<file path="src/rtl/grayscale_dilate_3x3_macros.svh">
// ---------------------------------------------------------------------------
// grayscale_dilate_3x3 assertion macros
// Concurrent checks on the rising edge of clk, disabled while rst_n is low.
// ---------------------------------------------------------------------------
`ifndef GRAYSCALE_DILATE_3X3_MACROS_SVH
`define GRAYSCALE_DILATE_3X3_MACROS_SVH

`ifndef SYNTH

// The consequent must hold in the same cycle as the antecedent.
`define GD3_CHECK(lbl, ante, cons, msg) \
  lbl: assert property (@(posedge clk) disable iff (!rst_n) (ante) |-> (cons)) \
    else $error(msg);

// The consequent must hold in the cycle after the antecedent.
`define GD3_CHECK_NEXT(lbl, ante, cons, msg) \
  lbl: assert property (@(posedge clk) disable iff (!rst_n) (ante) |=> (cons)) \
    else $error(msg);

`else

`define GD3_CHECK(lbl, ante, cons, msg)
`define GD3_CHECK_NEXT(lbl, ante, cons, msg)

`endif

`endif

</file>
<file path="src/rtl/gd3_pkg.sv">
// ---------------------------------------------------------------------------
// gd3_pkg
// Shared types and constants of the 3x3 grayscale dilation block.
// ---------------------------------------------------------------------------
package gd3_pkg;

  localparam int PIX_W     = 8;
  localparam int MAX_RES   = 4;   // results one input can release
  localparam int RES_CNT_W = 3;
  localparam int QDEPTH    = 4;   // result batches held by the output queue
  localparam int QPTR_W    = 2;
  localparam int LVL_W     = 3;

  localparam int FW_W = 12;
  localparam int FH_W = 16;

  typedef enum logic {
    CFG_FRAME_WIDTH  = 1'b0,
    CFG_FRAME_HEIGHT = 1'b1
  } cfg_idx_t;

  // Position flags of one pixel, worked out when it is taken in.
  typedef struct packed {
    logic row_ge1;
    logic row_ge2;
    logic last_row;
    logic col_first;
    logic col_last;
  } pos_t;

  typedef struct packed {
    logic [PIX_W-1:0] pix;
    logic             row_end;
    logic             frame_end;
  } res_t;

  typedef struct packed {
    res_t [MAX_RES-1:0]   res;
    logic [RES_CNT_W-1:0] n;
  } batch_t;

  function automatic logic [PIX_W-1:0] max2(input logic [PIX_W-1:0] a,
                                            input logic [PIX_W-1:0] b);
    return (a > b) ? a : b;
  endfunction

endpackage

</file>
<file path="src/rtl/gd3_win.sv">
// ---------------------------------------------------------------------------
// gd3_win
// Column-maximum windows for the row above and the last row, and the
// batch of results that one pixel releases.
// ---------------------------------------------------------------------------
module gd3_win (
  input  logic                      clk,
  input  logic                      rst_n,
  input  logic                      en,
  input  logic [gd3_pkg::PIX_W-1:0] cur,
  input  logic [gd3_pkg::PIX_W-1:0] mid,
  input  logic [gd3_pkg::PIX_W-1:0] top,
  input  gd3_pkg::pos_t             pos,
  output gd3_pkg::batch_t           batch
);

  logic [2:0][gd3_pkg::PIX_W-1:0] win_a_r, win_a_nxt;
  logic [2:0][gd3_pkg::PIX_W-1:0] win_b_r, win_b_nxt;
  logic [gd3_pkg::PIX_W-1:0]      cm_a, cm_b;
  logic                           rel_a, rel_b;
  gd3_pkg::res_t [3:0]            slot;
  logic [3:0]                     slot_v;

  assign rel_a = en && pos.row_ge1;
  assign rel_b = en && pos.last_row;

  assign cm_a = gd3_pkg::max2(gd3_pkg::max2(pos.row_ge2 ? top : mid, mid), cur);
  assign cm_b = gd3_pkg::max2(pos.row_ge1 ? mid : cur, cur);

  // At the first column the left edge is replicated across the window.
  always_comb begin
    win_a_nxt = win_a_r;
    win_b_nxt = win_b_r;
    if (rel_a) begin
      if (pos.col_first) begin
        win_a_nxt = {cm_a, cm_a, cm_a};
      end else begin
        win_a_nxt = {cm_a, win_a_r[2], win_a_r[1]};
      end
    end
    if (rel_b) begin
      if (pos.col_first) begin
        win_b_nxt = {cm_b, cm_b, cm_b};
      end else begin
        win_b_nxt = {cm_b, win_b_r[2], win_b_r[1]};
      end
    end
  end

  always_ff @(posedge clk) begin
    if (!rst_n) begin
      win_a_r <= '0;
      win_b_r <= '0;
    end else begin
      win_a_r <= win_a_nxt;
      win_b_r <= win_b_nxt;
    end
  end

  // Index 0 is the oldest column, index 2 the newest.
  always_comb begin
    slot[0].pix = gd3_pkg::max2(gd3_pkg::max2(win_a_nxt[0], win_a_nxt[1]), win_a_nxt[2]);
    slot[0].row_end   = 1'b0;
    slot[0].frame_end = 1'b0;
    slot[1].pix       = gd3_pkg::max2(win_a_nxt[1], win_a_nxt[2]);
    slot[1].row_end   = 1'b1;
    slot[1].frame_end = 1'b0;
    slot[2].pix = gd3_pkg::max2(gd3_pkg::max2(win_b_nxt[0], win_b_nxt[1]), win_b_nxt[2]);
    slot[2].row_end   = 1'b0;
    slot[2].frame_end = 1'b0;
    slot[3].pix       = gd3_pkg::max2(win_b_nxt[1], win_b_nxt[2]);
    slot[3].row_end   = 1'b1;
    slot[3].frame_end = 1'b1;
    slot_v[0] = rel_a && !pos.col_first;
    slot_v[1] = rel_a && pos.col_last;
    slot_v[2] = rel_b && !pos.col_first;
    slot_v[3] = rel_b && pos.col_last;
  end

  // Pack the released results in order, the row above first.
  always_comb begin
    logic [gd3_pkg::RES_CNT_W-1:0] idx;
    idx   = '0;
    batch = '0;
    for (int i = 0; i < gd3_pkg::MAX_RES; i++) begin
      if (slot_v[i]) begin
        batch.res[idx[1:0]] = slot[i];
        idx = idx + 1'b1;
      end
    end
    batch.n = idx;
  end

endmodule

</file>
<file path="config.mk">
export PLATFORM = sky130hd
export DESIGN_NAME = gd3_win
export DESIGN_NICKNAME = d
export VERILOG_FILES = /design/src/rtl/grayscale_dilate_3x3_macros.svh /design/src/rtl/gd3_pkg.sv /design/src/rtl/gd3_win.sv
export SDC_FILE = /design/constraint.sdc
export NUM_CORES = 1
export LEC_CHECK = 0
export BUFFER_PORTS_ARGS = -buffer_cell sky130_fd_sc_hd__buf_2
export CORE_MARGIN = 2
export CORE_UTILIZATION = 50
export CTS_CLUSTER_SIZE = 8
export DETAILED_ROUTE_END_ITERATION = 7
export PLACE_DENSITY = 0.76
export SYNTH_ARGS = -nofsm -noshare
export SYNTH_HDL_FRONTEND = slang
export SYNTH_SLANG_ARGS = --single-unit
export TNS_END_PERCENT = 100
</file>
<file path="constraint.sdc">
create_clock -name clk -period 5.7 [get_ports clk]
set_input_delay 0 -clock clk [delete_from_list [all_inputs] [get_ports clk]]
set_output_delay 0 -clock clk [all_outputs]
set_load 0.01 [all_outputs]
</file>
# Yosys cells after proc, flatten, opt, wreduce, memory -nomap -nowiden
# Index checks and enable logic that the tools add are counted.
dict set report word_totals {
  regBits 48
  latchBits 0
  ramBits 0
  mem_bits_ro 0
  input_bits 32
  elab_cells 66
  n_memories 0
}
dict set report op_classes {
  addsub 3
  n_mul 0
  div 0
  n_lt_le_gt_ge 15
  eq_ne 0
  shift 0
  mux 32
  bitwise 0
  reduce_logical 10
}
# op count
set ops {}
lappend ops {{bitwise mux 40 bit} 3}
lappend ops {{two-way mux 40 bit} 3}
lappend ops {{two-way mux 8 bit} 11}
lappend ops {{greater-than comparator 8 bit} 9}
lappend ops {{demux 10 bit (select 2 bit)} 3}
lappend ops {{two-way mux 24 bit} 2}
lappend ops {{two-way mux 10 bit} 4}
lappend ops {{two-way mux 16 bit} 2}
lappend ops {{adder 3 x 1 -> 3 bit, second input constant} 3}
lappend ops {{logical AND 1 bit} 9}
lappend ops {{< comparator 2 x 3 -> 1 bit, second input constant} 3}
lappend ops {{two-way mux 3 bit} 3}
lappend ops {{>= comparator 2 x 1 -> 1 bit, second input constant} 3}
lappend ops {{logical NOT 1 bit} 1}
lappend ops {{two-way mux 1 bit} 1}

# Longest topological paths before layout
# Gate-level depths: netlist (run 1).
dict set report logic_depth {
  depth_word 18
  depth_mapped 36
}

# Worst setup path after synthesis (run 1)
# No wires, ideal clock.
dict set report synth_timing {
  path_type {input port to output port}
  start {input pos[3] in the netlist's numbering}
  end {output batch[10] in the netlist's numbering}
  arrival_ns 6.504
  required_time_ns 5.700
  slack_ns -0.804
  stages 33
  cell_sequence {buf_2 > nand2_1 > o21ai_0 > ha_1 > nand4_4 > nor2_4 > buf_4 > nor2_1 > nor2_1 > o21a_1 > ha_1 > and4b_1 > a211oi_1 > o22a_1 > buf_2 > nor3_1 > a22oi_1 > o21ai_1 > ha_1 > and3_1 > o21ai_0 > a31oi_1 > o22ai_1 > clkbuf_1 > a21oi_1 > ha_1 > nand4_1 > a21oi_1 > o22ai_1 > or2_2 > nor2b_1 > a221oi_1 > a211oi_1}
}
# item line
set synth_lines {}
lappend synth_lines {{start: declaration} gd3_win.sv:13} ;# input gd3_pkg::pos_t pos,
lappend synth_lines {{end: declaration} gd3_win.sv:14} ;# output gd3_pkg::batch_t batch

==> results.md, run 1 <==
Outcome:
- The flow ran to the end, but the final reports show violations.
- The final reports fail on negative setup slack.

Cells and area:
- Once layout is complete, the cells apart from fillers number 1231.
- The flip-flop and latch area is 961 um2.
- The area growth from synthesis to layout is 47.9%.
- The multi-input combinational cells in the finished layout cover a total of 5740 um2.
- The number of antenna diodes in the final layout is 0.
- The number of filler cells placed in the layout is 809.
- The share of post-route cells with drive strength above 1 is 39.4%.
- The finished cells cover 9110 um2.
- In the final design database the tool counted 1195 nets.

Synthesis:
- Sorting the synthesized cells by how often they occur yields sky130_fd_sc_hd__nor2_1 (105), sky130_fd_sc_hd__ha_1 (80), sky130_fd_sc_hd__nand2_1 (80), sky130_fd_sc_hd__a21oi_1 (76), sky130_fd_sc_hd__inv_1 (61).
- A synthesized cell averages 7.09 um2.
- The count of cell types in the netlist is 65.
- The synthesized netlist occupies a cell area of 6160 um2.
- The flip-flop cell with the highest count after synthesis is sky130_fd_sc_hd__dfxtp_1.
- The count of state elements after synthesis is 48.
- Summed over all instances, the cell type with the most area after synthesis is sky130_fd_sc_hd__ha_1.
- Sequential cells were found to cover 15.6% of the synthesized design area.
- Counting every instance in the synthesized netlist gives 869.
- After synthesis, the share of flip-flops with an asynchronous set or reset is 0%.
- During synthesis, Yosys emitted a total of 0 warnings.
- Ranked by total cell area, the synthesized netlist is headed by sky130_fd_sc_hd__ha_1 (16%), sky130_fd_sc_hd__dfxtp_1 (16%), sky130_fd_sc_hd__nor2_1 (6.4%).
- In this run the biggest area consumer among cell types represents 16.2% of the synthesized area.
- The synthesized net count is 981.
- The number of enable flip-flop cells after synthesis is 0.
- Yosys instantiated no cell more often than sky130_fd_sc_hd__nor2_1.

Die:
- The core outline area is 12000 um2.
- The floorplan step set the die width to 115 um.
- From bottom edge to top edge, the die measures 115 um.
- For this configuration, the core starts out at a cell density of 51.3%.
- 75 I/O pins were placed.
- The die covers 13200 um2.
- In this run the core area contains 40 standard-cell rows.

Drt:
- The first routing iteration left 1109 violations.
- The detail route stage leaves a number of antenna-violating nets equal to 0.
- After detailed routing, the number of remaining DRC violations is 0.
- After detailed routing, the average wire length per cell comes to 22.3 um.
- The number of search-and-repair iterations in the first detailed-routing pass is 6.
- The number of vias per cell is 6.68.
- The total wire length is 27.5 mm.
- The count of vias placed by the detailed router is 8227.

Place:
- In this run the cell area measured after placement is 7710 um2.
- The number of placed instances, taps included, is 1188.
- The number of port buffers is 74.
- The global placement routability congestion is 1.05.
- The detailed-placement wirelength estimate is 17.8 mm.

Timing:
- The total count of max-transition violations in the final report is 0.
- Dividing the final minimum period by the clock period gives 112%.
- On the final layout, the worst clock skew is 0.00499 ns.
- The fmax is 0.157 GHz.
- The routed design could run at a clock period as short as 6.38 ns.
- The worst relative slew slack is 9.44%.
- The setup slack of the critical path after layout is -0.678 ns.
- Setup violations remaining at the end of the flow were counted as 17.
- For the pin with the worst max-slew slack, the measured transition is 1.35 ns.
- Setup repair after global routing could not meet its margin everywhere.
- The count of final hold-check violations is 0.

CTS:
- The clock passes through at most 2 buffers.
- The number of clock buffers added by TritonCTS is 5.
- The root buffer cell is sky130_fd_sc_hd__clkbuf_16.
- The total number of H-tree levels is 2.
- The clock transition at the registers of the reported paths is 0.07 ns.
- At the later pin of the worst-skew pair, clock insertion delay measures 0.30 ns.
- The number of sinks on the clock net is 48.
- TritonCTS built the clock tree.

Global routing:
- The first global-routing pass estimated 36.8 mm of wire.
- The via count of the first global-routing pass came to 7277.
- The pin count of the biggest net entering global routing is 28.
- Global routing used 35.3% of the available tracks.
- Summed over all layers, the global routing overflow is 0.
- The initial antenna violation count was 0.

Worst hold path:
- The worst hold path belongs to the class input pin to register.

Critical path:
- For the worst flop-to-flop path, the logic depth is 6.
- The most critical setup path has its endpoint at batch[10].
- The endpoint class of the critical path is an output port.
- The critical path required time is 5.70 ns.
- The endpoint identified for the worst register-to-register timing path is win_a_r[8].
- The slack of the worst reg-to-reg path is 4.30 ns.
- The slowest stage of the critical path is the sky130_fd_sc_hd__ha_1 cell.
- In this run the worst setup path begins at mid[3].
- Of all nets on the critical path, the largest fanout is 7.
- The worst setup path is launched from an input pin.
- The most frequent cell on the critical path is sky130_fd_sc_hd__buf_6.
- The launch instance of the worst register-to-register path is win_a_r[16].
- On the worst path, the slowest cell contributes a delay of 0.34 ns.
- At the worst endpoint, the arrival time is 6.38 ns.
- The setup path with the least slack is of type input pin to output port.

Pwr:
- The standby leakage power is 4.12 nW.
- For this design the ratio of total power to cell area is 272 nW/um2.
- The maximum vdd ir drop is 0.000181 V.
- Summing internal, switching and leakage power gives 2.48 mW.

Run:
- Across the run, the number of max-cap violations was 0.
## metrics by stage
stage | setup WS, ns | hold slack, ns | utilization [%] | TNS [ns]
floorplan | 0.00106 | 0.122 | - | 0
CTS | -0.324 | 0.0545 | 68.8 | -2.37
finish | -0.678 | 0.0741 | 75.9 | -7.13
detailed placement | -0.672 | 0.353 | 64.2 | -5.81
global placement | -0.404 | 0.349 | 64.2 | -3.09
global route | -0.882 | 0.0730 | 75.9 | -10.50
## area by class of cell
cell class              instances  area share (%)
flip-flops and latches         48            10.5
inverters                      62            2.55
multi-input cells             717            62.9
repair buffers                249            20.2
well taps                     147            2.02
clock inverters                 2           0.384
clock buffers                   6            1.41
## kinds of logic after synthesis
group | Yosys count | share of synthesized area, %
compound gates | 302 | 32.4
xor+xnor | 2 | 0.284
fa+ha+maj | 80 | 16.2
buf+inv | 104 | 7.55
flops | 48 | 15.6
mux | 24 | 4.06
simple gates | 309 | 23.8
## worst min path at each step
stage                        to  startpoint  slack [ns]  cells after the start
floorplan           win_a_r[16]       rst_n        0.12                      1
global placement     win_b_r[5]       rst_n        0.35                      2
detailed placement   win_b_r[2]       rst_n        0.35                      2
CTS                  win_b_r[2]       rst_n        0.05                      2
global route         win_b_r[2]       rst_n        0.07                      2
finish               win_b_r[7]       rst_n        0.07                      2
## report_power, final
part	internal [mW]	switching (mW)
clock network	0.207	0.142
registers	0.360	0.0224
logic	0.803	0.941
## state kept, by name, summed over array words and instances (netlist names)
signal / count
win_a_r: 24
win_b_r: 24
## placed cells by master (no fill, tap or decap), types with 12 or more instances in the layout
cell                        count
sky130_fd_sc_hd__inv_1         57
sky130_fd_sc_hd__a21oi_2       14
sky130_fd_sc_hd__o22ai_1       18
sky130_fd_sc_hd__and2_1        17
sky130_fd_sc_hd__mux2i_1       12
sky130_fd_sc_hd__nor2_1        92
sky130_fd_sc_hd__o21ai_0       36
sky130_fd_sc_hd__buf_4        160
sky130_fd_sc_hd__dfxtp_1       48
sky130_fd_sc_hd__buf_6         12
sky130_fd_sc_hd__o21ai_2       15
sky130_fd_sc_hd__ha_1          65
sky130_fd_sc_hd__a31oi_1       14
sky130_fd_sc_hd__and3_1        13
sky130_fd_sc_hd__buf_2         70
sky130_fd_sc_hd__ha_4          15
sky130_fd_sc_hd__o2bb2ai_1     12
sky130_fd_sc_hd__o211ai_1      13
sky130_fd_sc_hd__a21oi_1       60
sky130_fd_sc_hd__nand2_1       77
sky130_fd_sc_hd__o21ai_1       16
sky130_fd_sc_hd__nor3_1        18
## what timing repair did
action / in CTS / in global routing
resized for setup: 64 / 132
hold buffers: 0 / 0
pin swaps: 32 / 73
endpoints found under the setup margin: 16 / 32
buffers inserted: 11 / 23
cloned: 0 / 2
## worst max-delay path: cells and delay by family
family | cells | cell delay, ns
compound gates | 11 | 1.99
simple gates | 10 | 1.73
buf+inv | 10 | 1.44
fa+ha+maj | 4 | 1.19
## layer usage
metal / wire length, um / global-route usage [%]
met1: 10000 / 43.7
met2: 12500 / 59.5
met3: 2730 / 5.17
met4: 2150 / 18.3
met5: 0 / 0
Note: power is estimated with default switching activity, not from simulation.
==> inputs of run 2 (changes only) <==
- RECOVER_POWER: not set -> 50
==> results.md, run 2 (synthesized netlist as in run 1, its figures left out) <==
Cells and area:
- The number of antenna diodes was 0 (unchanged).
- Largest regs: win_a_r: 24 flops, win_b_r: 24 flops (unchanged).
- The final net count is 1195 (unchanged).
- The number of filler cells placed in the layout came to 814 (was 809).
- The share of post-route cells with drive strength above 1 is 38.9% (was 39.4%).
- The layout overhead on the synthesized area is 47.5% (was 47.9%).
- Top library cells by usage in the layout, fill and taps aside: sky130_fd_sc_hd__buf_4 (158), sky130_fd_sc_hd__nor2_1 (92), sky130_fd_sc_hd__nand2_1 (77), sky130_fd_sc_hd__buf_2 (70), sky130_fd_sc_hd__ha_1 (65) (was sky130_fd_sc_hd__buf_4 (160), sky130_fd_sc_hd__nor2_1 (92), sky130_fd_sc_hd__nand2_1 (77), sky130_fd_sc_hd__buf_2 (70), sky130_fd_sc_hd__ha_1 (65)).
- The leading cell type in the layout, fill and taps excluded is sky130_fd_sc_hd__buf_4 (unchanged).

Critical path:
- The data arrival time of the worst path came to 6.38 ns (about the same).
- The startpoint kind of the worst setup timing path is an input pin (unchanged).
- The critical path's largest stage delay is 0.34 ns (about the same).
- The most frequent cell on the critical path is sky130_fd_sc_hd__buf_6 (unchanged).
- The slowest cell on the critical path is sky130_fd_sc_hd__a211oi_4 (was sky130_fd_sc_hd__ha_1).
- The maximum fanout count along the critical path is 7 (unchanged).
- The endpoint class of the critical path is an output port (unchanged).
- The startpoint-to-endpoint class of the critical path is input pin to output port (unchanged).
- The critical path required time is 5.70 ns (about the same).

Global routing:
- The initial antenna violation count came to 0 (unchanged).
- The remaining global-route overflow came to 0 (unchanged).
- The total routing resource utilization after global routing is 35.3% (unchanged).
- The pin count of the biggest net entering global routing is 28 (unchanged).
- The via count of the first global-routing pass is 7277 (unchanged).
- The first-pass GRT wire length is 36.8 mm (unchanged).

Drt:
- The total length of routed met2 wires is 12.5 mm (about the same).
- The number of vias per cell is 6.74 (was 6.68).
- The DRC violation count after routing is 0 (unchanged).
- The met1 wire length is 10.0 mm (about the same).
- The highest metal layer with signal wires is met4 (unchanged).
- The number of search-and-repair iterations in the first detailed-routing pass is 8 (was 6).
- The routed wire length per instance is 22.4 um (was 22.3 um).
- The count of vias placed by the detailed router is 8302 (was 8227).
- The residual antenna-violating net count after detailed routing is 0 (unchanged).
- The first-iteration detailed-routing DRC count is 1146 (was 1109).
- The sum of met3 wire segment lengths after detailed routing is 2.90 mm (was 2.73 mm).
- The total wire length is 27.6 mm (was 27.5 mm).

Timing:
- The minimum hold slack was 0.0729 ns (was 0.0741 ns).
- The post-route clock period utilization is 112% (about the same).
- The transition at the pin with the smallest max-transition slack is 1.35 ns (about the same).
- The fmax is 0.157 GHz (about the same).
- The worst relative slew slack is 9.35% (was 9.44%).
- The total count of max-transition violations in the final report is 0 (unchanged).
- Unrepaired setup endpoints after global routing: true (unchanged).
- The worst clock skew is 0.00742 ns (was 0.00499 ns).
- The post-layout minimum cycle time is 6.38 ns (about the same).
- The setup slack of the critical path after layout was -0.677 ns (was -0.678 ns).
- The number of setup violations in the final report was 31 (was 17).
- The count of final hold-check violations is 0 (unchanged).
- The final-layout setup total negative slack is -9.17 ns (was -7.13 ns).

Worst hold path:
- The class of the most critical hold timing path is input pin to register (unchanged).

Die:
- The core outline area came to 12000 um2 (unchanged).
- The vertical extent of the die is 115 um (unchanged).
- The full die area was 13200 um2 (unchanged).
- The die boundary width was 115 um (unchanged).
- The starting density of the core is 51.3% (unchanged).
- The I/O pin count is 75 (unchanged).
- The row count is 40 (unchanged).

Pwr:
- The switching component of the power is 1.11 mW (about the same).
- The total power is 2.48 mW (about the same).
- The part of the total power dissipated in combinational logic is 70.4% (was 70.5%).
- The share of total power in the clock network was 14.2% (was 14.1%).
- The internal power is 1.37 mW (about the same).
- The total power per unit cell area is 273 nW/um2 (was 272 nW/um2).
- The maximum vdd ir drop is 0.000183 V (was 0.000181 V).
- The sequential fraction of design power was 15.4% (about the same).
- The standby leakage power was 4.11 nW (was 4.12 nW).
- The switching part of the total is 44.9% (was 44.6%).

CTS:
- The total clock buffers created by CTS is 5 (unchanged).
- The maximum buffer depth of the clock tree is 2 (unchanged).
- The clock latency on the worst-skew pair came to 0.30 ns (about the same).
- The root buffer cell is sky130_fd_sc_hd__clkbuf_16 (unchanged).
- The number of sinks on the clock net is 48 (unchanged).
- The clock transition at the registers of the reported paths is 0.07 ns (about the same).
- The total number of H-tree levels is 2 (unchanged).
- The count of hold buffers inserted by post-cts repair is 0 (unchanged).
- The clock tree from TritonCTS is done (unchanged).

Place:
- The global placement routability congestion is 1.05 (unchanged).
- The number of port buffers was 74 (unchanged).
- The detailed-placement wirelength estimate is 17.8 mm (unchanged).

Outcome:
- Outcome: finished with violations (unchanged).
- Violated checks: negative setup slack (unchanged).

Run:
- The number of max-cap violations is 0 (unchanged).
run 2: cell count changes in the layout (fill, tap and decap cells not counted):
cell                       delta
sky130_fd_sc_hd__a21oi_1      +2
sky130_fd_sc_hd__buf_4        -2
sky130_fd_sc_hd__clkbuf_1     +2
sky130_fd_sc_hd__a21oi_2      -1
sky130_fd_sc_hd__a21oi_4      -1
sky130_fd_sc_hd__mux2_1       +1
sky130_fd_sc_hd__mux2_2       -1
sky130_fd_sc_hd__o21ai_0      +1
sky130_fd_sc_hd__o21ai_1      -1
run 2: worst max-delay path, delay by kind of cell:
family                   cells  cell delay, ns
AO/OA/AOI/OAI               13            2.78
adder cells (fa/ha/maj)      4            1.13
buffers and inverters        8            1.08
AND/OR/NAND/NOR              8            1.14
multiplexers                 1            0.23
run 2: power by group through the flow:
stage                     registers [mW]  logic, mW  clock network, mW
after global placement             0.384       1.25                  0
final                              0.382       1.75              0.351
after CTS                          0.377       1.38              0.345
after global routing               0.382       1.84              0.360
after floorplan                    0.377      0.816                  0
after detailed placement           0.384       1.27                  0
run 2: repair_timing:
item                                    4_1_cts  5_1_grt
buffers inserted                             11       23
endpoints found under the setup margin       16       32
gates resized for setup                      64      132
pin swaps                                    32       73
cloned                                        0        2
run 2: layout make-up:
type | count | area, um2 | share of cell area, %
clock inverter | 2 | 35.0 | 0.385
clock buffer | 6 | 129 | 1.42
timing repair buffer | 249 | 1830 | 20.1
tap | 147 | 184 | 2.02
multi-input combinational | 717 | 5720 | 62.9
sequential | 48 | 961 | 10.6
inverter | 62 | 233 | 2.56
run 2: routing by layer:
metal | track usage, % | up-vias
met5 | 0 | -
met4 | 18.3 | 0
met3 | 5.17 | 186
met2 | 59.5 | 648
met1 | 43.7 | 3855
li1 | - | 3613
run 2: path summary, 6_finish.rpt:
kind,start,to,slack (ns),cells after the start
worst max register to register,win_a_r[16],win_a_r[8],4.28,6
worst min register to register,win_a_r[1],win_a_r[1],0.63,3
worst max-delay path,pos[3],batch[10],-0.68,34
worst min-delay path,rst_n,win_a_r[7],0.07,2
run 2: metrics by stage:
step | setup slack (ns) | instance area, um2 | std cells | utilization, %
6_report | -0.677 | 9090 | 1231 | 75.7
5_1_grt | -0.882 | 9090 | 1231 | 75.7
4_1_cts | -0.324 | 8270 | 1206 | 68.8
3_5_place_dp | -0.672 | 7710 | 1188 | 64.2
3_3_place_gp | -0.404 | 7710 | 1188 | 64.2
2_1_floorplan | 0.00106 | 6320 | 869 | -
