$ cat src/rtl/grayscale_dilate_3x3_macros.svh
// ---------------------------------------------------------------------------
// grayscale_dilate_3x3 assertion macros
// Concurrent checks on the rising edge of clk, disabled while rst_n is low.
// ---------------------------------------------------------------------------
`ifndef GRAYSCALE_DILATE_3X3_MACROS_SVH
`define GRAYSCALE_DILATE_3X3_MACROS_SVH

`ifndef SYNTH

// The consequent must hold in the same cycle as the antecedent.
`define GD3_CHECK(lbl, ante, cons, msg) \
  lbl: assert property (@(posedge clk) disable iff (!rst_n) (ante) |-> (cons)) \
    else $error(msg);

// The consequent must hold in the cycle after the antecedent.
`define GD3_CHECK_NEXT(lbl, ante, cons, msg) \
  lbl: assert property (@(posedge clk) disable iff (!rst_n) (ante) |=> (cons)) \
    else $error(msg);

`else

`define GD3_CHECK(lbl, ante, cons, msg)
`define GD3_CHECK_NEXT(lbl, ante, cons, msg)

`endif

`endif

$ cat src/rtl/gd3_pkg.sv
// ---------------------------------------------------------------------------
// gd3_pkg
// Shared types and constants of the 3x3 grayscale dilation block.
// ---------------------------------------------------------------------------
package gd3_pkg;

  localparam int PIX_W     = 8;
  localparam int MAX_RES   = 4;   // results one input can release
  localparam int RES_CNT_W = 3;
  localparam int QDEPTH    = 4;   // result batches held by the output queue
  localparam int QPTR_W    = 2;
  localparam int LVL_W     = 3;

  localparam int FW_W = 12;
  localparam int FH_W = 16;

  typedef enum logic {
    CFG_FRAME_WIDTH  = 1'b0,
    CFG_FRAME_HEIGHT = 1'b1
  } cfg_idx_t;

  // Position flags of one pixel, worked out when it is taken in.
  typedef struct packed {
    logic row_ge1;
    logic row_ge2;
    logic last_row;
    logic col_first;
    logic col_last;
  } pos_t;

  typedef struct packed {
    logic [PIX_W-1:0] pix;
    logic             row_end;
    logic             frame_end;
  } res_t;

  typedef struct packed {
    res_t [MAX_RES-1:0]   res;
    logic [RES_CNT_W-1:0] n;
  } batch_t;

  function automatic logic [PIX_W-1:0] max2(input logic [PIX_W-1:0] a,
                                            input logic [PIX_W-1:0] b);
    return (a > b) ? a : b;
  endfunction

endpackage

$ cat src/rtl/gd3_outq.sv
// ---------------------------------------------------------------------------
// gd3_outq
// Queue of result batches; hands results out one transfer at a time.
// ---------------------------------------------------------------------------
module gd3_outq (
  input  logic                      clk,
  input  logic                      rst_n,
  input  gd3_pkg::batch_t           batch,
  output logic [gd3_pkg::LVL_W-1:0] level,
  output logic                      out_valid,
  input  logic                      out_stall,
  output logic [gd3_pkg::PIX_W-1:0] out_pixel_out,
  output logic                      out_row_end,
  output logic                      out_frame_end
);

  gd3_pkg::batch_t                rows_r [gd3_pkg::QDEPTH];
  logic [gd3_pkg::QPTR_W-1:0]     wp_r, wp_nxt, rp_r, rp_nxt;
  logic [gd3_pkg::LVL_W-1:0]      level_r, level_nxt;
  logic [1:0]                     sub_r, sub_nxt;
  gd3_pkg::batch_t                head;
  gd3_pkg::res_t                  head_res;
  logic                           push, pop, pop_last;

  assign head      = rows_r[rp_r];
  assign head_res  = head.res[sub_r];
  assign out_valid = (level_r != '0);
  assign out_pixel_out = head_res.pix;
  assign out_row_end   = head_res.row_end;
  assign out_frame_end = head_res.frame_end;
  assign level     = level_r;

  assign push     = (batch.n != '0);
  assign pop      = out_valid && !out_stall;
  assign pop_last = pop && (sub_r == 2'(head.n - 1'b1));

  always_comb begin
    wp_nxt    = push ? wp_r + 1'b1 : wp_r;
    rp_nxt    = pop_last ? rp_r + 1'b1 : rp_r;
    sub_nxt   = pop_last ? 2'd0 : (pop ? sub_r + 1'b1 : sub_r);
    level_nxt = level_r + gd3_pkg::LVL_W'(push) - gd3_pkg::LVL_W'(pop_last);
  end

  always_ff @(posedge clk) begin
    if (!rst_n) begin
      wp_r    <= '0;
      rp_r    <= '0;
      sub_r   <= '0;
      level_r <= '0;
    end else begin
      wp_r    <= wp_nxt;
      rp_r    <= rp_nxt;
      sub_r   <= sub_nxt;
      level_r <= level_nxt;
    end
  end

  always_ff @(posedge clk) begin
    if (push) begin
      rows_r[wp_r] <= batch;
    end
  end

endmodule
$ cat config.mk
export PLATFORM = sky130hd
export DESIGN_NAME = gd3_outq
export DESIGN_NICKNAME = d
export VERILOG_FILES = /design/src/rtl/grayscale_dilate_3x3_macros.svh /design/src/rtl/gd3_pkg.sv /design/src/rtl/gd3_outq.sv
export SDC_FILE = /design/constraint.sdc
export NUM_CORES = 1
export LEC_CHECK = 0
export CAP_MARGIN = 20
export CORE_ASPECT_RATIO = 2
export CORE_MARGIN = 2
export CORE_UTILIZATION = 41
export DETAILED_ROUTE_END_ITERATION = 7
export DONT_BUFFER_PORTS = 1
export SLEW_MARGIN = 10
export SYNTH_ARGS = -nofsm -noshare
export SYNTH_HDL_FRONTEND = slang
export SYNTH_SLANG_ARGS = --single-unit
$ cat constraint.sdc
create_clock -name clk -period 2.92 [get_ports clk]
set_clock_uncertainty 0.05 [all_clocks]
set_input_delay 0.292 -clock clk [delete_from_list [all_inputs] [get_ports clk]]
set_output_delay 0.292 -clock clk [all_outputs]
set_load 0.1 [all_outputs]
After elaboration in Yosys (flattened, before gate mapping)
Memory sizes are Yosys's and may differ from the RTL's. A register that Yosys moved wholly into a read port is not among the register bits.
Cells that the tools add are included.
{ "totals": {"regBits": 9, "latch_bits": 0, "mem_bits_rw": 172, "mem_bits_ro": 0, "inputBits": 46, "out_inout_bits": 14, "word_cells": 26, "mem_count": 1} }
{ "mem_list": {"columns": ["name", "depth", "width", "rd", "rd_ports_with_merged_regs", "write_ports", "line_no", "rtl"], "rows": [
  ["rows_r", 4, 43, 1, 1, 1, "gd3_outq.sv:17", "gd3_pkg::batch_t rows_r [gd3_pkg::QDEPTH];"]
]} }
{ "classes": {"add_sub_neg": 6, "multipliers": 0, "n_div": 0, "magnitude_cmp": 1, "eq_ne": 1, "shift": 0, "mux": 6, "bitwise": 1, "n_reduce_logical": 6} }
{ "op_table": {"columns": ["op", "n"], "rows": [
  ["binary-select mux 10 bit (select 2 bit)", 1],
  ["2-to-1 mux 10 bit", 1],
  ["adder 2 x 1 -> 2 bit, second input constant", 3],
  ["nonzero test 3 bit", 2],
  ["2-to-1 mux 2 bit", 2],
  ["adder 3 x 1 -> 3 bit", 1],
  ["less-than comparator 2 x 3 -> 1 bit, second input constant", 1],
  ["subtractor 3 x 1 -> 3 bit", 1],
  ["== test 2 bit", 1],
  ["logical AND 1 bit", 2],
  ["2-to-1 mux 1 bit", 2],
  ["OR reduction 2 bit", 1],
  ["subtractor 2 x 1 -> 2 bit, second input constant", 1],
  ["zero test 1 bit", 1],
  ["NOT 1 bit", 1]
]} }

Depth between registers and ports, before layout
Gate-level depths: netlist (run 1).
{ "depth": {"word_depth": 5, "mapped_depth": 12, "ltp_nobuf": 12} }

Worst setup path before layout (run 1)
Ideal clock, no wire load.
{ "synth_path": {"path_kind": "register to register", "startpoint": "reg level_r (netlist bit level[1])", "endpoint": "reg level_r (netlist bit level[2])", "arrival_ps": 3767, "required_ps": 2755, "setup_slack_ps": -1012, "path_stages_with_launch": 13, "path_buffers": 0, "synth_period_minus_slack_ps": 3932, "path_cell_list": "dfxtp_1 nor3_1 inv_1 nand4_1 mux2i_4 ha_1 inv_1 ha_1 inv_1 fa_1 xnor2_1 xnor2_1 and2_1"} }
{ "synth_between": {"elab_chain_cells": 4, "word_cells_on_any_way": 5, "cone_classes": "add/sub: 2; reduce/logical: 3"} }
{ "synth_rtl": {"columns": ["element", "line_no", "rtl"], "rows": [
  ["start: declaration", "gd3_outq.sv:19", "logic [gd3_pkg::LVL_W-1:0] level_r, level_nxt;"],
  ["start signal: assignment", "gd3_outq.sv:54", "level_r <= level_nxt;"],
  ["nonzero test 3 bit", "gd3_outq.sv:27", "assign out_valid = (level_r != '0);"],
  ["named net out_valid", "gd3_outq.sv:10", "output logic out_valid,"],
  ["logical AND 1 bit", "gd3_outq.sv:34", "assign pop = out_valid && !out_stall;"],
  ["logical AND 1 bit", "gd3_outq.sv:35", "assign pop_last = pop && (sub_r == 2'(head.n - 1'b1));"],
  ["named net pop_last", "gd3_outq.sv:23", "logic push, pop, pop_last;"],
  ["subtractor 3 x 1 -> 3 bit", "gd3_outq.sv:41", "level_nxt = level_r + gd3_pkg::LVL_W'(push) - gd3_pkg::LVL_W'(pop_last);"]
]} }
The timed path passes the listed nets, and every way through them passes these cells.
A chain may end at the register's enable or synchronous reset.

==> out/qor.csv, run 1 <==
stage,metric,value,unit
outcome,status,completed,
power_and_ir_drop,Leakage,2.72,nW
critical_path,"delay-heaviest family, CP",adder cells,
critical_path,crit path capture type,flip-flop,
critical_path,Startpoint Class,flip-flop,
sta,RSZ-0062 raised after global routing,true,
floorplan,die height,188,um
global_routing,global-route wire length before repair,19200,um
power_and_ir_drop,Power Internal,5.05,mW
logic_synthesis,register area share after synthesis,76.3,%
clock_network,clk sinks,179,
power_and_ir_drop,sw power,2.23,mW
finish,layout cells sized above 1,32.1,%
power_and_ir_drop,PD cells,859,mW/mm^2
power_and_ir_drop,Sw Ratio,30.7,%
critical_path,CP Buf/Inv Count,2,
placement,Port Buf Inserts,0,
clock_network,CTS tree,built,
worst_hold_path,Hold Path Depth,2,
routing,initial DRC count,279,
clock_network,CTS root buffer,clkbuf_16,
clock_network,Num CTS Buffers,17,
routing,drc violations,0,
routing,routed vias/inst,5.28,
floorplan,# IOs,60,
finish,ANT cells,0,
finish,"Core Util, Final",51.1,%
power_and_ir_drop,combinational cell fraction of total power,27.7,%
global_routing,vias in the first global route,3484,
logic_synthesis,Yosys top cell area share,73.1,%
floorplan,Core Area,0.0166,mm^2
routing,Post-Route WL,12200,um
critical_path,cell chain of the critical path,mux4_2 -> or4_4 -> mux2i_4 -> ha_1 -> inv_1 -> ha_1 -> inv_1 -> fa_2 -> xnor2_1 -> xnor2_1 -> and2_1,
routing,DRT antenna net count,0,
logic_synthesis,Synth Instances,295,
logic_synthesis,"count leader, synth",edfxtp_1,
critical_path,"Max FO, Critical Path",4,
clock_network,Worst-Skew Late Latency,0.42,ns
critical_path,RR Endpoint,level[2],
critical_path,kind of critical path,flip-flop to flip-flop,
floorplan,row cnt,67,
logic_synthesis,yosys warns,0,
sta,crit path time final,2.89,ns
clock_network,CTS Buffer Depth,2,
run,max-capacitance violation count,0,
logic_synthesis,Syn Nets,348,
finish,area grow syn2layout,22.8,%
sta,worst slew pin tran,0.652,ns
critical_path,WP data required,3.18,ns
worst_hold_path,Min-Delay Path Class,input pin to flip-flop,
power_and_ir_drop,Reg power frac,43.2,%
routing,average wire per standard cell,20.7,um
logic_synthesis,#FFs+latches synth,179,
clock_network,clk slew on worst S/H paths,0.06,ns
logic_synthesis,synthesized area,0.00690,mm^2
sta,Max Fclk,0.346,GHz
clock_network,setup bufs post-CTS,0,
critical_path,R2R Setup Slk,0.03,ns
critical_path,"slowest stage cell, crit path",mux4_2,
floorplan,Initial Util,41.6,%
placement,HPWL after DPL,7430,um
global_routing,grt ovf,0,
logic_synthesis,Synth area leader,edfxtp_1,
routing,via count,3115,
logic_synthesis,Post-synth EDFFs,168,
logic_synthesis,Netlist cell types,24,
power_and_ir_drop,Tot Pwr,7.28,mW
global_routing,initial antenna violation count,0,
logic_synthesis,Synth top cells by count,"168 x edfxtp_1, 52 x mux4_2, 11 x dfxtp_1",
critical_path,critical path depth,11,
logic_synthesis,"Avg Cell Area, Syn",23.4,um^2
global_routing,global-route usage over all layers,14.7,%
logic_synthesis,largest cells by area after synthesis,"edfxtp_1 73%, mux4_2 17%, dfxtp_1 3.2%, ha_1 1.1%, mux2i_1 0.73%",
worst_hold_path,hold_sp,rst_n,
floorplan,die area,0.0180,mm^2
sta,Worst slew margin,56.6,%
sta,Final setup viols,0,
power_and_ir_drop,maximum VDD drop,436,uV
sta,post-route clock period utilization,99.0,%
placement,RePlAce Congestion,0.740,
critical_path,R2R depth,11,
critical_path,largest stage delay on the critical path,0.51,ns
routing,TritonRoute pass-1 iters,4,
power_and_ir_drop,Clk pwr share,29.1,%
finish,fin nets,423,
global_routing,largest net degree at the start of global routing,43,
floorplan,Die Wd,95.8,um
logic_synthesis,Synth Flop Type,edfxtp_1,
clock_network,H-tree depth,4,
logic_synthesis,asr flop ratio synth,0,%
sta,Slew Limit Fails,0,
critical_path,critical path arrival,3.15,ns
sta,Final Hold Viols,0,
power groups by stage:
| stage | combinational, mW | sequential (mW) | clock (mW) |
|---|---|---|---|
| finish | 2.02 | 3.15 | 2.12 |
| global placement | 1.94 | 3.18 | 0 |
| CTS | 2.05 | 3.15 | 2.18 |
| floorplan | 1.27 | 3.30 | 0 |
| detailed placement | 1.97 | 3.21 | 0 |
| global route | 2.11 | 3.17 | 2.28 |
per-layer routing:
| layer | vias to the layer above | wire length [um] | share of wire, % | track usage (%) |
|---|---|---|---|---|
| met5 | - | 0 | 0 | 0 |
| met4 | 0 | 164 | 1.3 | 5.27 |
| met3 | 10 | 569 | 4.7 | 3.82 |
| met2 | 73 | 6480 | 53 | 24.2 |
| met1 | 1650 | 5010 | 41 | 18.7 |
| li1 | 1382 | - | - | - |
area by class of cell:
type                    instances  area (um^2)
fillers                      1317         8120
clock buffers                  18          429
repair buffers                 69          758
flip-flops and latches        179         5280
inverters                       7         26.3
well taps                     207          259
multi-input cells              96         1590
clock inverters                14          129
cells by family after synthesis:
| family | after synthesis | share of synthesized area (%) |
|---|---|---|
| simple gates | 25 | 2.19 |
| xor+xnor | 6 | 0.870 |
| mux | 58 | 18.0 |
| flops | 179 | 76.3 |
| buf+inv | 20 | 1.27 |
| fa+ha+maj | 7 | 1.38 |
registers in the layout, indices dropped and copies added (netlist names), named ones only:
register / count
rows_r: 168
level: 3
rp_r: 2
sub_r: 2
wp_r: 2
cell usage in the layout (no fill, tap or decap), types with 2 or more instances in the layout:
cell type | netlist | layout
nor3_2 | 0 | 2
buf_4 | 0 | 15
and2_1 | 3 | 3
clkinvlp_4 | 0 | 4
nor3b_1 | 2 | 2
dlygate4sd3_1 | 0 | 43
nand2b_1 | 2 | 2
dfxtp_1 | 11 | 6
edfxtp_1 | 168 | 168
clkbuf_16 | 0 | 17
clkinv_4 | 0 | 3
inv_6 | 0 | 4
nor2b_4 | 0 | 4
clkinv_1 | 0 | 2
nand2_1 | 3 | 3
inv_1 | 7 | 6
mux4_2 | 52 | 52
ha_1 | 6 | 6
dfxtp_4 | 0 | 4
mux2i_1 | 5 | 5
buf_12 | 0 | 10
nor2b_1 | 7 | 3
nand4_1 | 2 | 2
xnor2_1 | 5 | 5
repair_timing:
item,CTS,global route
resized for setup,4,0
hold buffers,43,0
hold endpoints to repair,178,0
setup endpoints to repair,11,11
worst max path at each step:
stage                          from             to  slack, ns
after floorplan           flip-flop       level[2]      -0.08
after global placement    flip-flop       level[2]       0.04
after detailed placement  flip-flop       level[2]      -0.02
after CTS                 flip-flop  out_frame_end      0.007
after global routing      flip-flop       level[2]      -0.10
final                     flip-flop       level[2]       0.03
through the flow:
stage	instances	hold slack, ns	setup slack (ns)	area [um^2]	TNS, ns
floorplan	295	0.341	-0.0758	6920	-1.10
global placement	515	0.341	0.0383	7470	0
detailed placement	515	0.341	-0.0221	7470	-0.0221
CTS	590	0.0180	0.00663	8480	0
global route	590	0.0529	-0.101	8480	-0.431
finish	590	0.0399	0.0299	8480	0
Power figures use the tool's default switching activity.
==> inputs of run 2 (changes only) <==
--- a/config.mk
+++ b/config.mk
@@ -8,7 +8,7 @@
 export CAP_MARGIN = 20
 export CORE_ASPECT_RATIO = 2
 export CORE_MARGIN = 2
-export CORE_UTILIZATION = 41
+export CORE_UTILIZATION = 28
 export DETAILED_ROUTE_END_ITERATION = 7
 export DONT_BUFFER_PORTS = 1
 export SLEW_MARGIN = 10
==> run 2 against run 1 <==
Power grew 2.7%. Via count is 0.29% lower. Clock power grew 8%. Largest cell class unchanged. Highest routed layer unchanged.
==> out/qor.csv, run 2 (synthesis results as in run 1) <==
stage,metric,value,unit,change
sta,Final setup viols,0,,unchanged
sta,Final Hold Viols,0,,unchanged
global_routing,initial antenna violation count,0,,unchanged
placement,Port Buf Inserts,0,,unchanged
clock_network,CTS tree,built,,
critical_path,"delay-heaviest family, CP",adder cells,,
critical_path,kind of critical path,flip-flop to flip-flop,,
floorplan,Initial Util,28.4,%,-13 points
clock_network,H-tree depth,4,,unchanged
routing,routed vias/inst,4.60,,-13%
worst_hold_path,Hold EP,sub_r[0],,
critical_path,Startpoint Class,flip-flop,,
routing,via count,3106,,-0.29%
run,max-capacitance violation count,0,,unchanged
finish,Biggest register,rows_r,,
sta,Max Fclk,0.348,GHz,+0.61%
clock_network,setup bufs post-CTS,0,,unchanged
sta,WHS,0.0653,ns,+0.0254 ns
finish,layout cells sized above 1,32.5,%,+0.35 points
critical_path,WP data required,3.19,ns,about the same
clock_network,clk sinks,179,,unchanged
critical_path,CP Buf/Inv Count,2,,unchanged
critical_path,critical path arrival,3.14,ns,about the same
finish,ANT cells,0,,unchanged
floorplan,Core Area,0.0243,mm^2,+47%
global_routing,global-route usage over all layers,10.9,%,-3.8 points
power_and_ir_drop,maximum VDD drop,416,uV,-4.5%
power_and_ir_drop,Reg power frac,42.1,%,-1.1 points
global_routing,global-route wire length before repair,20200,um,+5.4%
clock_network,Num CTS Buffers,17,,unchanged
power_and_ir_drop,Sw Ratio,30.1,%,-0.53 points
worst_hold_path,Hold Path Depth,3,,+1
critical_path,crit path capture type,flip-flop,,
finish,max reg flops,168,,unchanged
routing,Post-Route WL,13300,um,+9.1%
sta,post-route clock period utilization,98.4,%,-0.60 points
finish,"Core Util, Final",35.5,%,-16 points
routing,average wire per standard cell,19.8,um,-4.6%
critical_path,R2R depth,11,,unchanged
clock_network,CTS root buffer,clkbuf_16,,
sta,worst slew pin tran,0.718,ns,+0.0665 ns
clock_network,CTS Buffer Depth,2,,unchanged
finish,Final Cell Area,0.00864,mm^2,+2.0%
global_routing,grt ovf,0,,unchanged
finish,most frequent cells in the layout,"168 x edfxtp_1, 52 x mux4_2, 43 x dlygate4sd3_1, 17 x clkbuf_16, 16 x buf_4",,
power_and_ir_drop,combinational cell fraction of total power,27.4,%,-0.3 points
sta,RSZ-0062 raised after global routing,true,,
finish,area grow syn2layout,25.2,%,
floorplan,# IOs,60,,unchanged
placement,RePlAce Congestion,0.690,,-6.7%
critical_path,"slowest stage cell, crit path",mux4_2,,
sta,Setup TNS,0,ns,unchanged
clock_network,Worst-Skew Late Latency,0.42,ns,about the same
finish,"commonest non-fill, non-tap cell in the layout",edfxtp_1,,
routing,DRT antenna net count,0,,unchanged
critical_path,"Max FO, Critical Path",3,,-1
power_and_ir_drop,Clk pwr share,30.5,%,+1.4 points
placement,placed cell area,0.00760,mm^2,+1.7%
outcome,status,completed,,
power_and_ir_drop,sw power,2.25,mW,+0.89%
critical_path,largest stage delay on the critical path,0.51,ns,about the same
critical_path,cell chain of the critical path,mux4_2 -> or4_4 -> mux2i_4 -> ha_1 -> inv_1 -> ha_1 -> inv_1 -> fa_2 -> xnor2_1 -> xnor2_1 -> and2_1,,
floorplan,Die Wd,115,um,+20%
critical_path,RR Endpoint,level[2],,
placement,HPWL after DPL,8150,um,+9.7%
floorplan,row cnt,81,,+21%
routing,initial DRC count,139,,-50%
power_and_ir_drop,Power Internal,5.22,mW,+3.4%
floorplan,die area,0.0260,mm^2,+45%
global_routing,largest net degree at the start of global routing,41,,-4.7%
power_and_ir_drop,Tot Pwr,7.48,mW,+2.7%
floorplan,die height,226,um,+21%
sta,crit path time final,2.87,ns,-0.0176 ns
sta,Slew Limit Fails,0,,unchanged
power_and_ir_drop,Leakage,2.76,nW,+1.5%
power_and_ir_drop,PD cells,865,mW/mm^2,+0.68%
critical_path,R2R Setup Slk,0.05,ns,+0.02 ns
worst_hold_path,Min-Delay Path Class,input pin to flip-flop,,
finish,fin nets,425,,+0.47%
worst_hold_path,hold_sp,out_stall,,
routing,drc violations,0,,unchanged
global_routing,vias in the first global route,3577,,+2.7%
sta,Worst slew margin,52.0,%,-4.5 points
routing,TritonRoute pass-1 iters,6,,+2
clock_network,clk slew on worst S/H paths,0.06,ns,about the same
==> run 2: cell count changes in the layout (fill, tap and decap cells not counted), moves of 2 or more <==
cell and delta:
clkinv_2 +4, inv_6 -3, buf_12 +2, bufinv_16 +2
clkinv_1 -2, clkinvlp_4 -2
==> run 2: cell type report <==
cell class	instances	area [um^2]
repair buffers	71	791
multi-input cells	96	1590
clock inverters	13	160
clock buffers	19	433
fillers	2245	15700
flip-flops and latches	179	5280
well taps	290	363
inverters	7	26.3
==> run 2: how the worst max path moves through the flow <==
stage          endpoint  slack [ns]  depth (start not counted)
5_1_grt        level[2]       -0.06                         11
3_5_place_dp   level[2]       0.009                         11
4_1_cts        level[2]        0.03                         11
3_3_place_gp   level[2]        0.04                         11
2_1_floorplan  level[2]       -0.08                         12
6_report       level[2]        0.05                         11
==> run 2: power groups by stage <==
stage               clock network, mW  registers, mW  logic (mW)
global route                     2.45           3.17        2.15
CTS                              2.35           3.15        2.09
detailed placement                  0           3.21        2.00
global placement                    0           3.18        1.98
floorplan                           0           3.30        1.27
finish                           2.28           3.15        2.05
==> run 2: worst min-delay path: stages <==
cell	delay [ns]
nor2_1	0.03
xnor2_1	0.12
nor3b_1	0.05
==> run 2: timing repair <==
item,in CTS,in global routing
endpoints found under the setup margin,11,1
pin swaps,0,1
endpoints found under the hold margin,179,0
hold buffers,43,0
resized for setup,4,0
==> run 2: routing by layer <==
layer	part of all wire, %	track usage (%)
met1	37	11.1
met2	58	20.1
met3	2.8	2.84
met4	2.4	5.36
met5	0	0
==> run 2: metrics by stage <==
stage	setup slack, ns	instances
floorplan	-0.0758	295
global placement	0.0372	600
detailed placement	0.00878	600
CTS	0.0255	675
global route	-0.0560	675
finish	0.0475	675
==> inputs of run 3 (changes only) <==
--- a/config.mk
+++ b/config.mk
@@ -11,6 +11,7 @@
 export CORE_UTILIZATION = 28
 export DETAILED_ROUTE_END_ITERATION = 7
 export DONT_BUFFER_PORTS = 1
+export SETUP_SLACK_MARGIN = 0.15
 export SLEW_MARGIN = 10
 export SYNTH_ARGS = -nofsm -noshare
 export SYNTH_HDL_FRONTEND = slang
==> run 3 against run 2 <==
Fmax barely moved. Wire length fell by 0.18%. Final cell count grew 0.15%. Critical endpoint unchanged. Largest cell class unchanged.
==> out/qor.csv, run 3 (synthesis results as in run 1) <==
stage,metric,value,unit,change
outcome,status,completed,,
critical_path,R2R Setup Slk,0.05,ns,about the same
sta,Final setup viols,0,,unchanged
floorplan,# IOs,60,,unchanged
sta,crit path time final,2.87,ns,+0.00115 ns
critical_path,largest stage delay on the critical path,0.51,ns,about the same
clock_network,setup bufs post-CTS,0,,unchanged
clock_network,CTS root buffer,clkbuf_16,,
finish,area grow syn2layout,25.3,%,
global_routing,global-route usage over all layers,11.0,%,+0.068 points
clock_network,clk slew on worst S/H paths,0.06,ns,about the same
finish,max reg flops,168,,unchanged
floorplan,die height,226,um,unchanged
placement,RePlAce Congestion,0.690,,unchanged
finish,ANT cells,0,,unchanged
floorplan,Die Wd,115,um,unchanged
finish,fin nets,426,,+0.24%
critical_path,Startpoint Class,flip-flop,,
floorplan,row cnt,81,,unchanged
critical_path,"slowest stage cell, crit path",mux4_2,,
power_and_ir_drop,PD cells,864,mW/mm^2,-0.11%
global_routing,vias in the first global route,3580,,+0.084%
global_routing,global-route wire length before repair,20400,um,+0.75%
sta,post-route clock period utilization,98.4,%,about the same
routing,DRT antenna net count,0,,unchanged
run,max-capacitance violation count,0,,unchanged
critical_path,critical path arrival,3.14,ns,about the same
critical_path,crit path capture type,flip-flop,,
clock_network,H-tree depth,4,,unchanged
routing,via count,3105,,-0.032%
finish,Biggest register,rows_r,,
power_and_ir_drop,maximum VDD drop,420,uV,+0.97%
finish,Final Cell Area,0.00865,mm^2,+0.12%
worst_hold_path,Min-Delay Path Class,input pin to flip-flop,,
critical_path,"Max FO, Critical Path",3,,unchanged
global_routing,grt ovf,0,,unchanged
clock_network,clk sinks,179,,unchanged
floorplan,Initial Util,28.4,%,unchanged
routing,drc violations,0,,unchanged
clock_network,CTS tree,built,,
clock_network,Num CTS Buffers,17,,unchanged
finish,layout cells sized above 1,32.4,%,-0.084 points
finish,fillers,2245,,unchanged
sta,Max Fclk,0.348,GHz,about the same
clock_network,CTS Buffer Depth,2,,unchanged
sta,Worst slew margin,53.1,%,+1.1 points
power_and_ir_drop,Leakage,2.76,nW,+0.19%
floorplan,die area,0.0260,mm^2,unchanged
critical_path,"delay-heaviest family, CP",adder cells,,
finish,"commonest non-fill, non-tap cell in the layout",edfxtp_1,,
routing,TritonRoute pass-1 iters,6,,unchanged
routing,Post-Route WL,13300,um,-0.18%
global_routing,largest net degree at the start of global routing,41,,unchanged
floorplan,Core Area,0.0243,mm^2,unchanged
critical_path,CP Buf/Inv Count,2,,unchanged
global_routing,initial antenna violation count,0,,unchanged
critical_path,WP data required,3.19,ns,about the same
placement,Port Buf Inserts,0,,unchanged
routing,initial DRC count,124,,-11%
sta,Final Hold Viols,0,,unchanged
routing,average wire per standard cell,19.7,um,-0.33%
critical_path,kind of critical path,flip-flop to flip-flop,,
sta,worst slew pin tran,0.702,ns,-0.0164 ns
clock_network,Worst-Skew Late Latency,0.42,ns,about the same
sta,Slew Limit Fails,0,,unchanged
critical_path,cell chain of the critical path,mux4_2 -> or4_4 -> mux2i_4 -> ha_1 -> inv_1 -> ha_1 -> inv_1 -> fa_2 -> xnor2_1 -> xnor2_1 -> and2_1,,
placement,placed cell area,0.00760,mm^2,unchanged
placement,HPWL after DPL,8150,um,unchanged
sta,RSZ-0062 raised after global routing,true,,
sta,Setup TNS,0,ns,unchanged
finish,most frequent cells in the layout,"168 x edfxtp_1, 52 x mux4_2, 44 x dlygate4sd3_1, 17 x clkbuf_16, 16 x buf_4",,
routing,routed vias/inst,4.59,,-0.18%
run 3: cell types whose count changed in the layout (fill, tap and decap cells not counted), sizes merged:
cell and change:
dlygate4sd3 +1
run 3: stage by stage:
| step | utilization (%) | power, mW | cells | setup slack, ns | hold WS, ns |
|---|---|---|---|---|---|
| after floorplan | - | 4.58 | 295 | -0.0758 | 0.341 |
| after global placement | 31.3 | 5.17 | 600 | 0.0372 | 0.341 |
| after detailed placement | 31.3 | 5.21 | 600 | 0.00878 | 0.341 |
| after CTS | 35.6 | 7.59 | 676 | 0.0295 | 0.0420 |
| after global routing | 35.6 | 7.77 | 676 | -0.0559 | 0.0878 |
| final | 35.6 | 7.48 | 676 | 0.0463 | 0.0650 |
run 3: final timing paths:
| kind | startpoint | to | cells past startpoint |
|---|---|---|---|
| worst max-delay path | flip-flop | level[2] | 11 |
| worst min-delay path | out_stall | sub_r[0] | 3 |
| worst max register to register | flip-flop | level[2] | 11 |
| worst min register to register | rp_r[1] | flip-flop | 2 |
run 3: power breakdown:
part           switching [mW]  total [mW]  internal [mW]
Sequential             0.0688        3.15           3.08
Clock                   0.938        2.28           1.34
Combinational            1.25        2.05          0.802
Total                    2.25        7.48           5.22
run 3: cell type report:
cell class                      instances  area, um^2  area share (%)
Clock buffer                           19         433            5.00
Clock inverter                         13         160            1.85
Inverter                                7        26.3           0.304
Multi-Input combinational cell         96        1590            18.4
Sequential cell                       179        5280            61.0
Tap cell                              290         363            4.19
Timing Repair Buffer                   72         801            9.26
run 3: timing repair:
action | in CTS | in global routing
resized for setup | 4 | 0
endpoints found under the hold margin | 179 | 0
pin swaps | 1 | 0
hold buffers | 44 | 0
endpoints found under the setup margin | 11 | 11
run 3: routing by layer:
metal  global-route usage [%]  vias to the layer above  wire (um)
li1                         -                     1384          -
met1                     11.3                     1653       4860
met2                     20.2                       51       7750
met3                     2.84                       17        382
met4                     5.36                        0        312
met5                        0                        -          0
run 3: worst min-delay path: stages:
cell     delay [ns]
nor2_1         0.03
xnor2_1        0.12
nor3b_1        0.05
